===== src/fta_pkg.sv =====
// Shared types and constants for the float to two-decimal ASCII formatter.
`timescale 1ns / 1ps

package fta_pkg;

  // ASCII codes used in the output line.
  localparam logic [7:0] CHAR_ZERO  = 8'h30;
  localparam logic [7:0] CHAR_DOT   = 8'h2E;
  localparam logic [7:0] CHAR_MINUS = 8'h2D;
  localparam logic [7:0] CHAR_CR    = 8'h0D;
  localparam logic [7:0] CHAR_LF    = 8'h0A;

  // Largest hundredths count; it prints as 9.99.
  localparam logic [9:0] HUND_MAX = 10'd999;

  // Exponent codes of interest.
  localparam logic [7:0] EXP_SPECIAL = 8'hFF;
  localparam logic [7:0] EXP_ZERO    = 8'h00;
  localparam logic [7:0] EXP_TOO_BIG = 8'd131;
  localparam logic [7:0] EXP_MIN_VIS = 8'd118;
  localparam logic [7:0] EXP_SHIFT   = 8'd149;

  // Byte positions within one output line.
  localparam logic [2:0] POS_MINUS = 3'd0;
  localparam logic [2:0] POS_INT   = 3'd1;
  localparam logic [2:0] POS_DOT   = 3'd2;
  localparam logic [2:0] POS_TENTH = 3'd3;
  localparam logic [2:0] POS_HUND  = 3'd4;
  localparam logic [2:0] POS_CR    = 3'd5;
  localparam logic [2:0] POS_LF    = 3'd6;

  // Rounded value handed from the converter to the byte emitter.
  typedef struct packed {
    logic       neg;
    logic       ovf;
    logic [9:0] hund;
  } fta_num_t;

endpackage


===== src/fta_convert.sv =====
// Two-stage converter: input register, float to rounded hundredths, result register.
`timescale 1ns / 1ps

module fta_convert (
  input  logic          clk,
  input  logic          rst,
  input  logic          in_valid,
  output logic          in_stall,
  input  logic [31:0]   float_bits,
  output logic          num_valid,
  input  logic          num_stall,
  output fta_pkg::fta_num_t num
);
  import fta_pkg::*;

  logic        valid_a;
  logic [31:0] bits_a;
  logic        valid_b;
  fta_num_t    num_b;
  logic        stall_a;
  logic        stall_b;

  logic        sign;
  logic [7:0]  expo;
  logic [22:0] frac;
  logic [23:0] mant;
  logic [30:0] prod;
  logic [7:0]  shift_m1;
  logic [11:0] trunc;
  logic [12:0] rounded;
  fta_num_t    conv;

  // Stall chain: a stage holds while it is full and the next one holds.
  assign stall_b  = valid_b && num_stall;
  assign stall_a  = valid_a && stall_b;
  assign in_stall = stall_a;

  // Input register.
  always_ff @(posedge clk) begin
    if (rst) begin
      valid_a <= 1'b0;
    end else if (!stall_a) begin
      valid_a <= in_valid;
    end
  end

  always_ff @(posedge clk) begin
    if (in_valid && !stall_a) begin
      bits_a <= float_bits;
    end
  end

  // Field split and exact product of the significand by 100.
  assign sign     = bits_a[31];
  assign expo     = bits_a[30:23];
  assign frac     = bits_a[22:0];
  assign mant     = {1'b1, frac};
  assign prod     = {mant, 6'd0} + {1'b0, mant, 5'd0} + {5'd0, mant, 2'd0};
  assign shift_m1 = EXP_SHIFT - expo;
  assign trunc    = 12'(prod >> shift_m1[4:0]);
  assign rounded  = ({1'b0, trunc} + 13'd1) >> 1;

  // Round half-up to hundredths and saturate what does not fit one digit.
  always_comb begin
    conv.neg  = sign && (expo != EXP_ZERO)
                && !((expo == EXP_SPECIAL) && (frac != 23'd0));
    conv.ovf  = 1'b0;
    conv.hund = 10'd0;
    if (expo == EXP_SPECIAL || expo >= EXP_TOO_BIG) begin
      conv.ovf  = 1'b1;
      conv.hund = HUND_MAX;
    end else if (expo >= EXP_MIN_VIS) begin
      if (rounded > 13'(HUND_MAX)) begin
        conv.ovf  = 1'b1;
        conv.hund = HUND_MAX;
      end else begin
        conv.hund = rounded[9:0];
      end
    end
  end

  // Result register.
  always_ff @(posedge clk) begin
    if (rst) begin
      valid_b <= 1'b0;
    end else if (!stall_b) begin
      valid_b <= valid_a;
    end
  end

  always_ff @(posedge clk) begin
    if (valid_a && !stall_b) begin
      num_b <= conv;
    end
  end

  assign num_valid = valid_b;
  assign num       = num_b;

endmodule


===== src/fta_emit.sv =====
// Byte emitter: splits hundredths into digits and sends the text line one byte per transfer.
`timescale 1ns / 1ps

module fta_emit (
  input  logic          clk,
  input  logic          rst,
  input  logic          num_valid,
  output logic          num_stall,
  input  fta_pkg::fta_num_t num,
  output logic          out_valid,
  input  logic          out_stall,
  output logic [7:0]    text_byte,
  output logic          last_byte,
  output logic          overflow
);
  import fta_pkg::*;

  logic        busy;
  logic [2:0]  pos;
  logic        ovf;
  logic [3:0]  digit_int;
  logic [6:0]  rest;

  logic        xfer;
  logic        at_end;
  logic        take;
  logic [3:0]  load_int;
  logic [9:0]  load_prod;
  logic [6:0]  load_rest;
  logic [13:0] tens_prod;
  logic [3:0]  digit_tenth;
  logic [6:0]  tens_times10;
  logic [6:0]  digit_hund_w;

  assign xfer      = busy && !out_stall;
  assign at_end    = (pos == POS_LF);
  assign num_stall = busy && !(xfer && at_end);
  assign take      = num_valid && !num_stall;

  // Leading digit and remainder below 100, by reciprocal multiply (exact below 1000).
  assign load_int  = 4'(({6'd0, num.hund} * 16'd41) >> 12);
  assign load_prod = {6'd0, load_int} * 10'd100;
  assign load_rest = 7'(num.hund - load_prod);

  // Line sequencer.
  always_ff @(posedge clk) begin
    if (rst) begin
      busy <= 1'b0;
      pos  <= POS_MINUS;
    end else if (!busy || (xfer && at_end)) begin
      busy <= num_valid;
      pos  <= num.neg ? POS_MINUS : POS_INT;
    end else if (xfer) begin
      pos  <= pos + 3'd1;
    end
  end

  always_ff @(posedge clk) begin
    if (take) begin
      ovf       <= num.ovf;
      digit_int <= load_int;
      rest      <= load_rest;
    end
  end

  // Tenths and hundredths digits from the stored remainder.
  assign tens_prod    = {7'd0, rest} * 14'd103;
  assign digit_tenth  = 4'(tens_prod >> 10);
  assign tens_times10 = 7'({3'd0, digit_tenth} * 7'd10);
  assign digit_hund_w = rest - tens_times10;

  // Character select for the current position.
  always_comb begin
    unique case (pos)
      POS_MINUS: text_byte = CHAR_MINUS;
      POS_INT:   text_byte = CHAR_ZERO + {4'd0, digit_int};
      POS_DOT:   text_byte = CHAR_DOT;
      POS_TENTH: text_byte = CHAR_ZERO + {4'd0, digit_tenth};
      POS_HUND:  text_byte = CHAR_ZERO + {4'd0, digit_hund_w[3:0]};
      POS_CR:    text_byte = CHAR_CR;
      POS_LF:    text_byte = CHAR_LF;
      default:   text_byte = CHAR_LF;
    endcase
  end

  assign out_valid = busy;
  assign last_byte = at_end;
  assign overflow  = ovf;

endmodule


===== src/float_to_ascii_two_decimals_core.sv =====
// Top level of the float to two-decimal ASCII text formatter.
//
//   channel | signals                                    | direction
//   --------+--------------------------------------------+----------
//   input   | in_valid, in_stall, float_bits[31:0]       | in
//   output  | out_valid, out_stall, text_byte[7:0],      | out
//           | last_byte, overflow                        |
//
// Each value yields six or seven bytes, one per cycle while out_stall is
// low; the byte emitter that serializes them sets the rate. A value passes
// through the input register and the result register to the emitter, and
// the two converter registers take new values while a line is still being
// sent. Synchronous reset empties every stage. A stall on the output holds
// the current byte and backs up through the converter to in_stall.
`timescale 1ns / 1ps

module float_to_ascii_two_decimals_core (
  input  logic        clk,
  input  logic        rst,
  input  logic        in_valid,
  output logic        in_stall,
  input  logic [31:0] float_bits,
  output logic        out_valid,
  input  logic        out_stall,
  output logic [7:0]  text_byte,
  output logic        last_byte,
  output logic        overflow
);
  import fta_pkg::*;

  logic     num_valid;
  logic     num_stall;
  fta_num_t num;

  // Float to rounded hundredths.
  fta_convert u_convert (
    .clk        (clk),
    .rst        (rst),
    .in_valid   (in_valid),
    .in_stall   (in_stall),
    .float_bits (float_bits),
    .num_valid  (num_valid),
    .num_stall  (num_stall),
    .num        (num)
  );

  // Hundredths to a line of text.
  fta_emit u_emit (
    .clk        (clk),
    .rst        (rst),
    .num_valid  (num_valid),
    .num_stall  (num_stall),
    .num        (num),
    .out_valid  (out_valid),
    .out_stall  (out_stall),
    .text_byte  (text_byte),
    .last_byte  (last_byte),
    .overflow   (overflow)
  );

endmodule


===== config.mk =====
export PLATFORM = sky130hd
export DESIGN_NAME = float_to_ascii_two_decimals_core
export DESIGN_NICKNAME = d
export VERILOG_FILES = /design/src/fta_pkg.sv /design/src/fta_convert.sv /design/src/fta_emit.sv /design/src/float_to_ascii_two_decimals_core.sv
export SDC_FILE = /design/constraint.sdc
export NUM_CORES = 1
export LEC_CHECK = 0
export ABC_AREA = 1
export BUFFER_PORTS_ARGS = -buffer_cell sky130_fd_sc_hd__buf_2
export CAP_MARGIN = 10
export CORE_MARGIN = 2
export CORE_UTILIZATION = 40
export DETAILED_ROUTE_END_ITERATION = 8
export GPL_TIMING_DRIVEN = 0
export PLACE_DENSITY = 0.63
export RECOVER_POWER = 25
export SYNTH_ARGS = -nofsm -noshare
export SYNTH_HDL_FRONTEND = slang
export SYNTH_SLANG_ARGS = --single-unit

===== constraint.sdc =====
create_clock -name clk -period 6.4 [get_ports clk]
set_input_delay 0.32 -clock clk [delete_from_list [all_inputs] [get_ports clk]]
set_output_delay 0.32 -clock clk [all_outputs]
set_load 0.05 [all_outputs]

# Word-level counts from Yosys, hierarchy flattened
# Index checks and enable logic that the tools add are counted.
# Widths: inputs -> output; s select.
totals:
  ff_bits: 62
  out_inout_bits: 12
  word_cells: 70
op_classes:
  add_sub_neg: 10
  n_mul: 4
  order_cmp: 3
  eq_ne: 7
  shift: 1
  mux: 7
  bitwise: 1
  reduce_logical: 25
ops:
  columns: ["operator", "n"]
  rows:
  - ["$pmux 8 s6", 1]
  - ["$add 30x29->31", 1]
  - ["$add 31x26->31", 1]
  - ["$shr 31x5->12", 1]
  - ["$reduce_bool 23->1", 1]
  - ["$add 6x4->7 const A", 3]
  - ["$mul 10x6->16 const B", 1]
  - ["$mul 7x7->14 const B", 1]
  - ["$add 12x1->13 const B", 1]
  - ["$gt 12x10->1 const B", 1]
  - ["$logic_and 1x1->1", 11]
  - ["$mux 11", 1]
  - ["$mux 10", 1]
  - ["$eq 3x3->1 const B", 3]
  - ["$eq 8x8->1 const B", 1]
  - ["$ge 8x7->1 const B", 1]
  - ["$ge 8x8->1 const B", 1]
  - ["$reduce_bool 8->1", 1]
  - ["$logic_not 1->1", 7]
  - ["$sub 7x7->7", 1]
  - ["$eq 3x2->1 const B", 2]
  - ["$mux 3", 2]
  - ["$mul 4x5->5 const B", 1]
  - ["$sub 5x5->5 const A", 1]
  - ["10 further kinds", 12]

# Logic depth before layout (Yosys ltp)
# Gate-level depths: netlist (run 1).
depth:
  ltp_word: 9
  mapped_depth: 33
  mapped_depth_nobuf: 32

# Hierarchy
# Synthesis (run 1) repeated with hierarchy kept, for this count alone.
hier_totals:
  hier_cells: 1271
  hier_area_um2: 8774.7
by_module_without_submodules:
  columns: ["mod", "instances", "cells_per_inst", "area_each_um2", "seq_area_each_um2"]
  rows:
  - ["fta_convert", 1, 916, 5893.2, 1361.3]
  - ["fta_emit", 1, 355, 2881.5, 440.4]

# Least setup slack after synthesis (run 1)
# No wires, ideal clock.
synth_path:
  kind: "register to output"
  start: "register u_emit.rest[2]"
  end: "output port text_byte[3]"
  arrival_time_ns: 4.860
  path_slack_ns: 1.220
  path_stages_with_launch: 23
  path_cell_list: "edfxtp_1 ha_1 fa_1 inv_1 fa_1 inv_1 ha_1 ha_1 a21oi_1 nand2_1 a21o_1 a21oi_1 or2_2 nand2_1 or2_2 nand2_1 inv_1 fa_1 xor2_1 xor2_1 xor2_1 nand3_1 nand4_1"
synth_between:
  elab_chain_len: 5
synth_rtl:
  columns: ["element", "line", "rtl"]
  rows:
  - ["from (decl)", "fta_emit.sv:22", "logic [6:0] rest;"]
  - ["from (signal assigned)", "fta_emit.sv:62", "rest <= load_rest;"]
  - ["$mul 7x7->14", "fta_emit.sv:67", "assign tens_prod = {7'd0, rest} * 14'd103;"]
  - ["$mul 4x3->3", "fta_emit.sv:69", "assign tens_times10 = 7'({3'd0, digit_tenth} * 7'd10);"]
  - ["$sub 4x4->4", "fta_emit.sv:70", "assign digit_hund_w = rest - tens_times10;"]
  - ["$add 6x4->7", "fta_emit.sv:79", "POS_HUND: text_byte = CHAR_ZERO + {4'd0, digit_hund_w[3:0]};"]
  - ["$pmux 8 s6 *", "fta_emit.sv:74", "unique case (pos)"]
  - ["to (decl)", "float_to_ascii_two_decimals_core.sv:25", "output logic [7:0] text_byte,"]
# Mark *: on every way between the ends. The rest lies on a longest branch, timed or not.

# Worst setup path after layout (run 1)
layout_path:
  start: "register u_emit.rest[1]"
  end: "output port text_byte[3]"
# Same word-level chain as after synthesis.

==> results of run 1 <==
==> registers in the layout, indices dropped and copies added (netlist names) <==
register,flops
u_emit.overflow,1
u_convert.num,12
u_convert.bits_a,32
u_convert.num_valid,1
u_emit.out_valid,1
u_emit.digit_int,4
u_convert.valid_a,1
u_emit.pos,3
u_emit.rest,7
==> power groups by stage <==
stage	registers, mW	clock network, mW	logic, mW
after floorplan	0.527	0	1.22
after global placement	0.535	0	1.50
after detailed placement	0.536	0	1.52
after CTS	0.527	0.552	1.53
after global routing	0.531	0.571	1.78
final	0.526	0.539	1.53
==> per-layer routing <==
layer  wire length, um  GRT usage (%)  vias to the layer above
met5                 0              0                        -
met4               237          4.019                        0
met3               922          2.667                       14
met2              8600          29.95                      159
met1             10080          26.67                     3458
li1                  -              -                     4064
==> metrics by stage <==
stage                     hold slack [ps]  worst slack (ps)  cells  power (mW)  instance area, um^2
after floorplan                     389.1              1220   1229       1.744                 8618
after global placement              402.5             996.6   1549       2.034                 9188
after detailed placement            408.1             985.9   1549       2.057                 9188
after CTS                           130.3             591.5   1565       2.612                 9509
after global routing                133.0             330.6   1567       2.882                 9542
final                               142.8             626.7   1567       2.594                 9542
==> worst paths after layout <==
path | depth (start not counted) | endpoint | startpoint | slack [ps]
setup reg to reg | 32 | u_convert.num[0] | u_convert.bits_a[0] | 1560
hold reg to reg | 0 | u_emit.overflow | u_convert.num[10] | 420
setup / recovery | 23 | text_byte[3] | u_emit.rest[1] | 630
hold / removal | 1 | u_convert.bits_a[17] | float_bits[17] | 140
==> Yosys cell counts (2+ instances only) <==
cell type	count
edfxtp_1	56
xnor2_1	8
buf_1	3
inv_2	14
nor3_1	6
ha_1	120
clkinv_1	3
clkbuf_1	9
nor2_1	44
and2_1	4
a21oi_1	38
nand3b_1	3
nand4_1	19
inv_1	226
a21o_1	4
o21ai_1	2
dfxtp_1	6
nand3_2	14
nand3_1	187
nor2_2	17
o211ai_1	6
buf_2	13
fa_1	34
nand2_2	11
nand2_1	324
xor2_1	15
or2_2	2
buf_4	2
o21ai_0	22
nor2_4	5
o221ai_1	2
nand3_4	2
==> logic make-up after synthesis <==
kind of cell | count (synthesis) | share of synthesized area, %
AND/OR/NAND/NOR | 640 | 34.25
multiplexers | 1 | 0.1162
buffers and inverters | 270 | 12.04
adder cells (fa/ha/maj) | 154 | 25.33
XOR/XNOR | 23 | 2.338
other | 1 | 0.04353
flip-flops | 62 | 20.92
AO/OA/AOI/OAI | 77 | 4.967
==> final cells by class <==
cell class | count | area, um^2
plain buffers | 27 | 125.1
clock buffers | 9 | 225.2
clock inverters | 7 | 96.34
fillers | 2161 | 11550
inverters | 243 | 912.1
multi-input cells | 897 | 5779
flip-flops and latches | 62 | 1802
well taps | 275 | 344.1
repair buffers | 47 | 257.7
==> critical path: cells and delay by family, from the launching register on <==
kind                       cells  cell delay [ps]
and+or+nand+nor                7              780
adders and majority gates      6             2440
buffers and inverters          4              410
AOI/OAI and AO/OA              3              500
xor gates and xnor gates       3              520
DFF                            1              450
==> summary.md, run 1 <==
| Metric | Value |
|---|---|
| Num Clock Sinks | `between 60 and 70` |
| WL final | `between 15000 and 20000 um` |
| Drt initial violations | `540` |
| Worst-Margin Slew | `972.1 ps` |
| Resized cells post-CTS | `0` |
| CP startpoint kind | `register` |
| Max Root-Sink Buffers | `2` |
| CP Cell Sequence | `ha_1 > fa_1 > inv_1 > fa_1 > inv_1 > ha_1 > ha_1 > a21oi_1 > nand2_1 > a21o_1 > a21oi_1 > or2_2 > nand2_1 > or2_2 > nand2_1 > inv_1 > fa_1 > xor2_1 > xor2_1 > xor2_1 > nand3_1 > nand4_1 > buf_2` |
| Number of buffers inserted by port buffering | `45` |
| Library cells used by synthesis | `39` |
| Slew headroom | `34.96%` |
| Number of max-cap violations | `0` |
| Ranking of synthesized cells by area | `edfxtp_1, ha_1, nand2_1` |
| DIE HEIGHT | `150.8 um` |
| Async set or reset register ratio after synthesis | `0%` |
| Clock Skews | `slightly below 10 ps` |
| First-pass GRT wire length | `between 30000 and 40000 um` |
| Final Critical Period | `5773 ps` |
| Clock network power share | `20.8%` |
| Net switching power | `1.184 mW` |
| Fmax | `0.1732 GHz` |
| Synthesized cell area | `8615 um^2` |
| Critical path arrival | `5450 ps` |
| Tcrit/Tclk final | `90.21%` |
| Post-CTS setup buffer count | `0` |
| Finished Core Util | `45.25%` |
| RSZ-0062 raised after global routing | `no` |
| Setup TNS | `0 ps` |
| Pwr dens | `between 200 and 300 nW/um^2` |
| Final Hold Viols | `0` |
| Die area | `22730 um^2` |
| IO Pins | `48` |
| Clock-pin slew on the worst setup and hold paths | `~60 ps` |
| Share of layout cells above drive strength 1 | `11.07%` |
| Cells after synthesis | `1228` |
| Min-Delay Path Class | `input port to register` |
| GPL Wtd Cong | `0.9333` |
| Slowest stage delay, CP | `roughly 550 ps` |
| Nets | `1477` |
| GR Util All Layers | `18.66%` |
| CTS Hold Buffers Added | `0` |
| Post-DRT Antenna Nets | `0` |
| Gate power share | `~60%` |
| Slew Viols, Final | `0` |
| Critical Path RT | `6080 ps` |
| Seq cells post-synth | `62` |
| Num CTS Buffers | `9` |
| Initial Utilization | `40.85%` |
| Core box area | `21090 um^2` |
| Total iterations of the first detailed-routing run | `5` |
| CP max stage cell | `fa_1` |
| # rows | `53` |
| Sequential fraction of the synthesis area | `20.92%` |
| Commonest non-fill, non-tap cell in the layout | `nand2_1` |
| Avg Inst Size Synth | `7.015 um^2` |
| Synth top area share | `around 20%` |
| Largest net degree at the start of global routing | `33` |
| CTS H-Tree Depth | `3` |
| Root buf cell | `clkbuf_16` |
| Most frequent cells in the layout | `nand2_1, inv_1, nand3_1` |
| Status | `finished, final reports clean` |
| CP Capture Type | `output port` |
| Skew-Pair Late Insertion Delay | `350 ps` |
| Drt wl/cell | `around 13 um` |
| VDD IR max | `about 0.14 mV` |
| EDFF count, synth | `56` |
| CTS tree | `done` |
| CP Class | `register to output port` |
| Initial antenna violation count | `0` |
| Via count | `around 7700` |
| Switching share of power | `45.63%` |
| Via-to-Cell Ratio | `roughly 4.9` |
| Number of global-route vias before repair | `7207` |
| Most area-hungry cell type in the Yosys netlist | `edfxtp_1` |
| Area growth syn-to-layout | `10.76%` |
| Power Internal | `1.410 mW` |
| Final setup fails | `0` |
| Total grt overflow | `0` |
| Number of antenna diodes | `0` |
| HPWL Detailed | `16720 um` |
| Residual DRC | `0` |
| Top_reg_cell synth | `edfxtp_1` |
| Total number of yosys warnings | `0` |
| Critical-path maximum fanout | `3` |
| Die Wd | `150.8 um` |
| Static leakage | `5.120 nW` |
| Part of the power in registers | `between 20% and 30%` |
(Power assumes the default switching activity.)
==> run 2: changes to the inputs <==
--- a/config.mk
+++ b/config.mk
@@ -7,7 +7,6 @@
 export LEC_CHECK = 0
 export ABC_AREA = 1
 export BUFFER_PORTS_ARGS = -buffer_cell sky130_fd_sc_hd__buf_2
-export CAP_MARGIN = 10
 export CORE_MARGIN = 2
 export CORE_UTILIZATION = 40
 export DETAILED_ROUTE_END_ITERATION = 8
@@ -16,4 +15,5 @@
 export RECOVER_POWER = 25
 export SYNTH_ARGS = -nofsm -noshare
 export SYNTH_HDL_FRONTEND = slang
+export SYNTH_HIERARCHICAL = 1
 export SYNTH_SLANG_ARGS = --single-unit
==> summary.md, run 2 <==
| Metric | Value |
|---|---|
| Worst-Margin Slew | `1176 ps (+204.1 ps)` |
| Register bank with the most flops | `u_convert/bits_a` |
| # fillers | `2279 (+5.5%)` |
| Via count | `8153 (+6.0%)` |
| Share of layout cells above drive strength 1 | `10.27% (-0.80 points)` |
| Clock network power share | `18.7% (-2.1 points)` |
| Library cells used by synthesis | `46 (+18%)` |
| Finished Core Util | `44.65% (-0.60 points)` |
| Skew-Pair Late Insertion Delay | `340 ps (about the same)` |
| Resized cells post-CTS | `0 (unchanged)` |
| Drt wl/cell | `13.24 um (+4.6%)` |
| Final worst slack | `1102 ps (+475.4 ps)` |
| Area of the multi-input gates | `6000 um^2 (+3.8%)` |
| Total grt overflow | `0 (unchanged)` |
| Layout Cells excl Fill | `1614 (+3.0%)` |
| Synth top area share | `19.16% (-0.36 points)` |
| GPL Wtd Cong | `0.8946 (-4.1%)` |
| Via-to-Cell Ratio | `5.051 (+2.9%)` |
| Status | `finished, final reports clean` |
| DIE HEIGHT | `152.1 um (+0.90%)` |
| Critical-path maximum fanout | `4 (+1)` |
| Clock-pin slew on the worst setup and hold paths | `60 ps (about the same)` |
| Top_reg_cell synth | `edfxtp_1` |
| GR Util All Layers | `18.96% (+0.30 points)` |
| Part of the power in registers | `19.1% (-1.2 points)` |
| Ranking of synthesized cells by area | `edfxtp_1, ha_1, nand2_1` |
| Commonest non-fill, non-tap cell in the layout | `nand2_1` |
| DP Cell Count | `1598 (+3.2%)` |
| RSZ-0062 raised after global routing | `no` |
| Min-Delay Path Class | `input port to register` |
| Number of global-route vias before repair | `7936 (+10%)` |
| IO Pins | `48 (unchanged)` |
| Largest net degree at the start of global routing | `24 (-27%)` |
| Most area-hungry cell type in the Yosys netlist | `edfxtp_1` |
| Commonest cells in the netlist | `nand2_1, inv_1, nand3_1, ha_1, nor2_1` |
| Residual DRC | `0 (unchanged)` |
| Number of flip-flops in the largest register | `32 (unchanged)` |
| CP Capture Type | `output port` |
| First-pass GRT wire length | `36460 um (+7.2%)` |
| Die area | `23140 um^2 (+1.8%)` |
| Final setup fails | `0 (unchanged)` |
| Cells after synthesis | `1271 (+3.5%)` |
| # rows | `54 (+1.9%)` |
| VDD IR max | `0.1246 mV (-13%)` |
| CTS H-Tree Depth | `3 (unchanged)` |
| Die Wd | `152.1 um (+0.90%)` |
| Switching share of power | `48.55% (+2.9 points)` |
| Avg Inst Size Synth | `6.904 um^2 (-1.6%)` |
| Clock Skews | `6.010 ps (-3.929 ps)` |
| Num Clock Sinks | `62 (unchanged)` |
| Seq cells post-synth | `62 (unchanged)` |
| CTS tree | `done` |
| Post-DRT Antenna Nets | `0 (unchanged)` |
| Num CTS Buffers | `9 (unchanged)` |
| CP startpoint kind | `register` |
| CTS Hold Buffers Added | `0 (unchanged)` |
| Area growth syn-to-layout | `10.37%` |
| Total number of yosys warnings | `6 (+6)` |
| Critical path arrival | `4980 ps (-470 ps)` |
| Slew headroom | `21.59% (-13 points)` |
| Initial antenna violation count | `0 (unchanged)` |
| HPWL Detailed | `17940 um (+7.3%)` |
| Tcrit/Tclk final | `82.78% (-7.4 points)` |
| Core box area | `21690 um^2 (+2.8%)` |
| Total iterations of the first detailed-routing run | `6 (+1)` |
| Nets | `1520 (+2.9%)` |
| Most frequent cells in the layout | `nand2_1, inv_1, nand3_1` |
| Fmax | `0.1888 GHz (+9.0%)` |
| Hold slack final | `145.5 ps (+2.695 ps)` |
| Drt initial violations | `427 (-21%)` |
| Async set or reset register ratio after synthesis | `0% (unchanged)` |
| Number of max-cap violations | `0 (unchanged)` |
| WL final | `21370 um (+7.7%)` |
| Power Internal | `1.411 mW (about the same)` |
| Most frequent cell after synthesis | `nand2_1` |
| Critical Path RT | `6080 ps (about the same)` |
| Synthesized cell area | `8775 um^2 (+1.9%)` |
| Setup TNS | `0 ps (unchanged)` |
| Initial Utilization | `40.46% (-0.39 points)` |
| Final Critical Period | `5298 ps (-475.4 ps)` |
| Post-CTS setup buffer count | `0 (unchanged)` |
| Final Hold Viols | `0 (unchanged)` |
| Static leakage | `5.219 nW (+1.9%)` |
| Dpl ws | `1436 ps (+449.9 ps)` |
| CP Class | `register to output port` |
| Net switching power | `1.332 mW (+13%)` |
| Root buf cell | `clkbuf_16` |
| Number of antenna diodes | `0 (unchanged)` |
| Sequential fraction of the synthesis area | `20.53% (-0.38 points)` |
| FF/Latch Area | `1802 um^2 (unchanged)` |
| Pwr dens | `283.3 nW/um^2 (+4.2%)` |
| Number of buffers inserted by port buffering | `45 (unchanged)` |
| Slew Viols, Final | `0 (unchanged)` |
| Gate power share | `62.3% (+3.4 points)` |
| Max Root-Sink Buffers | `2 (unchanged)` |
| EDFF count, synth | `56 (unchanged)` |
-- run 2: worst paths after layout --
kind	from	slack [ps]	cells after the start	endpoint
setup / recovery	u_emit/rest[6]	1100	21	text_byte[3]
hold / removal	float_bits[29]	150	1	u_convert/bits_a[29]
setup reg to reg	u_convert/bits_a[0]	1390	32	u_convert/num[2]
hold reg to reg	u_convert/num[10]	430	0	u_emit/overflow
-- run 2: final cells by class --
class	count	area share, %
Clock buffer	11	2.726
Tap cell	280	3.618
Multi-Input combinational cell	956	61.95
Inverter	230	8.915
Sequential cell	62	18.60
Timing Repair Buffer	46	2.597
Buffer	24	1.176
Clock inverter	5	0.4134
-- run 2: through the flow --
step                      power, mW  cell area, um^2
final                         2.743             9684
after global routing          3.041             9684
after CTS                     2.759             9686
after detailed placement      2.232             9382
after global placement        2.201             9354
after floorplan               1.872             8778
-- run 2: critical path: stages, from the launching register on --
cell and delay, ps:
edfxtp_1 470, ha_1 320, inv_1 70, fa_1 570, fa_1 430, ha_1 310
ha_1 330, a21oi_1 210, o21a_1 180, nand2_1 80, nand2_1 90, nand2_1 80
ha_1 200, fa_1 380, xnor2_1 270, inv_1 90, nand3_2 90, nand2_1 60
nand2_1 50, nand3_1 60, nand3_1 60, buf_2 260
-- run 2: power by group through the flow --
| stage | Combinational [mW] | Clock (mW) | Sequential, mW |
|---|---|---|---|
| floorplan | 1.35 | 0 | 0.524 |
| global placement | 1.67 | 0 | 0.533 |
| detailed placement | 1.70 | 0 | 0.533 |
| CTS | 1.71 | 0.522 | 0.524 |
| global route | 1.98 | 0.536 | 0.528 |
| finish | 1.71 | 0.512 | 0.523 |
-- run 2: kinds of logic (layout without fill, tap and decap cells) --
logic type,after synthesis,after routing,share of synthesized area (%)
fa+ha+maj,155,155,25.01
compound gates,83,83,5.433
buf+inv,254,316,11.14
other cells,1,2,0.04274
simple gates,700,700,36.08
xor+xnor,16,16,1.768
flops,62,62,20.53
-- run 2: routing by layer --
layer  share of wire [%]  global-route usage, %  up-vias
li1                    -                      -     4236
met1                  47                  24.34     3696
met2                  47                  33.03      192
met3                 4.0                  2.767       29
met4                 2.0                  5.696        0
met5                   0                      0        -
==> run 3: changes to the inputs <==
--- a/config.mk
+++ b/config.mk
@@ -11,7 +11,7 @@
 export CORE_UTILIZATION = 40
 export DETAILED_ROUTE_END_ITERATION = 8
 export GPL_TIMING_DRIVEN = 0
-export PLACE_DENSITY = 0.63
+export PLACE_DENSITY = 0.65
 export RECOVER_POWER = 25
 export SYNTH_ARGS = -nofsm -noshare
 export SYNTH_HDL_FRONTEND = slang
==> constraint.sdc (replaced) <==
create_clock -name clk -period 4.73 [get_ports clk]
set_input_delay 0.2365 -clock clk [delete_from_list [all_inputs] [get_ports clk]]
set_output_delay 0.2365 -clock clk [all_outputs]
set_load 0.05 [all_outputs]
==> summary.md, run 3 (synthesis results as in run 2) <==
| Metric | Value |
|---|---|
| Clock-pin slew on the worst setup and hold paths | `60 ps (about the same)` |
| FF/Latch Area | `1802 um^2 (unchanged)` |
| Failing checks | `setup timing` |
| Status | `complete, but fails checks` |
| Die Wd | `152.1 um (unchanged)` |
| GR Util All Layers | `19.10% (+0.14 points)` |
| Critical path depth | `20 (-4.8%)` |
| Fmax | `between 0.2 and 0.25 GHz` |
| IO Pins | `48 (unchanged)` |
| Area growth syn-to-layout | `16.47%` |
| Number of max-cap violations | `0 (unchanged)` |
| Most used cell along the critical path | `ha_4` |
| VDD IR max | `0.2892 mV (+130%)` |
| CTS tree | `done` |
| CP max stage cell | `fa_1` |
| Final worst slack | `-41.31 ps (-1143 ps)` |
| Drt initial violations | `452 (+5.9%)` |
| Number of antenna diodes | `0 (unchanged)` |
| Commonest non-fill, non-tap cell in the layout | `nand2_1` |
| Nets | `1549 (+1.9%)` |
| Total iterations of the first detailed-routing run | `6 (unchanged)` |
| Critical Path RT | `4490 ps (-1590 ps)` |
| Area of the multi-input gates | `6282 um^2 (+4.7%)` |
| Clock Skews | `9.004 ps (+2.993 ps)` |
| Initial antenna violation count | `0 (unchanged)` |
| Tcrit/Tclk final | `100.9%` |
| Slew Viols, Final | `0 (unchanged)` |
| Critical-path maximum fanout | `4 (unchanged)` |
| Final Critical Period | `4771 ps` |
| Residual DRC | `0 (unchanged)` |
| Register bank with the most flops | `u_convert/bits_a` |
| FF-to-FF path depth | `31 (-3.1%)` |
| Finished Core Util | `47.12% (+2.5 points)` |
| Most frequent cells in the layout | `nand2_1, inv_1, nand3_1` |
| Core box area | `21690 um^2 (unchanged)` |
| CP Capture Type | `output port` |
| Drt wl/cell | `13.19 um (-0.40%)` |
| Number of global-route vias before repair | `8095 (+2.0%)` |
| Max Root-Sink Buffers | `2 (unchanged)` |
| Dpl ws | `-264.7 ps (-1701 ps)` |
| First-pass GRT wire length | `36690 um (+0.63%)` |
| # rows | `54 (unchanged)` |
| Critical path arrival | `4530 ps (-450 ps)` |
| DP Cell Count | `1597 (-0.063%)` |
| CP Class | `register to output port` |
| Final setup fails | `1 (+1)` |
| Setup TNS | `-41.31 ps (-41.31 ps)` |
| Layout Cells excl Fill | `1643 (+1.8%)` |
| Via-to-Cell Ratio | `5.037 (-0.30%)` |
| RSZ-0062 raised after global routing | `yes` |
| Via count | `8275 (+1.5%)` |
| Post-DRT Antenna Nets | `0 (unchanged)` |
| WL final | `21670 um (+1.4%)` |
| Total power | `4.091 mW (+49%)` |
| Total grt overflow | `0 (unchanged)` |
| M2 GR Usage | `33.57% (+0.54 points)` |
| HPWL Detailed | `17330 um (-3.4%)` |
| Min-Delay Path Class | `input port to register` |
| Num Clock Sinks | `62 (unchanged)` |
| Met3 GRT Util | `2.767% (unchanged)` |
| # fillers | `2198 (-3.6%)` |
| Num CTS Buffers | `9 (unchanged)` |
| Static leakage | `5.402 nW (+3.5%)` |
| Skew-Pair Late Insertion Delay | `350 ps (about the same)` |
| Initial Utilization | `40.46% (unchanged)` |
| Pwr dens | `400.3 nW/um^2 (+41%)` |
| Number of buffers inserted by port buffering | `45 (unchanged)` |
| Slowest stage delay, CP | `600 ps (+30 ps)` |
| Final Hold Viols | `0 (unchanged)` |
| DIE HEIGHT | `152.1 um (unchanged)` |
| Largest net degree at the start of global routing | `33 (+38%)` |
| CP delay by family, top | `adder cells` |
| Global route hottest layer | `met2` |
| CP startpoint kind | `register` |
| Number of flip-flops in the largest register | `32 (unchanged)` |
| CP Cell Sequence | `ha_4 > fa_1 > fa_1 > ha_4 > ha_4 > a21oi_2 > o21a_1 > nand2_2 > nand2_4 > nand2_4 > ha_4 > fa_2 > xnor2_2 > inv_1 > nand3_2 > nand2_1 > nand2_1 > nand3_2 > nand3_2 > buf_8` |
| Hold Path Cell Cnt | `1 (unchanged)` |
| CTS H-Tree Depth | `3 (unchanged)` |
| Flop2flop setup slack | `210 ps (-1180 ps)` |
| GPL Wtd Cong | `0.9309 (+4.1%)` |
| Met1 usage | `24.16% (-0.17 points)` |
| Crit path buffers/inverters | `2 (-1)` |
| Root buf cell | `clkbuf_16` |
| Die area | `23140 um^2 (unchanged)` |
| Worst-Margin Slew | `1217 ps (+40.80 ps)` |
| Share of layout cells above drive strength 1 | `15.70% (+5.4 points)` |
| Slew headroom | `18.87% (-2.7 points)` |
[run 3: cell count changes in the layout (fill, tap and decap cells not counted), sizes merged]
cell / delta
clkinv: -1
buf: +30
[run 3: path summary, 6_finish.rpt]
check / startpoint / endpoint
min: float_bits[7] / u_convert/bits_a[7]
max: u_emit/rest[2] / text_byte[3]
min reg2reg: u_convert/num[10] / u_emit/overflow
max reg2reg: u_convert/bits_a[0] / u_convert/num[5]
[run 3: stage by stage]
stage                     hold WS, ps  area, um^2
final                           59.32       10220
after global routing            46.95       10220
after floorplan                 305.6        8778
after global placement          401.2        9354
after CTS                       49.80        9958
after detailed placement        414.6        9354
[run 3: metal layers]
metal	up-vias	wire, um
li1	4289	-
met1	3785	10040
met2	170	10450
met3	31	734
met4	0	446
met5	-	0
[run 3: where the power goes]
part	internal [mW]	switching [mW]	leakage (nW)
combinational	1.05	1.63	4.66
clock	0.437	0.270	0.160
sequential	0.663	0.0418	0.583
[run 3: cell type report]
type                            count  share of cell area, %
Clock inverter                      4                 0.3183
Timing Repair Buffer               76                  4.799
Clock buffer                       12                  2.828
Tap cell                          280                  3.428
Multi-Input combinational cell    956                  61.47
Buffer                             23                  1.077
Sequential cell                    62                  17.63
Inverter                          230                  8.448
[run 3: what timing repair did]
action,CTS,global route
hold buffers,0,0
pin swaps,10,17
resized for setup,23,31
setup endpoints to repair,13,13
buffers inserted,15,15
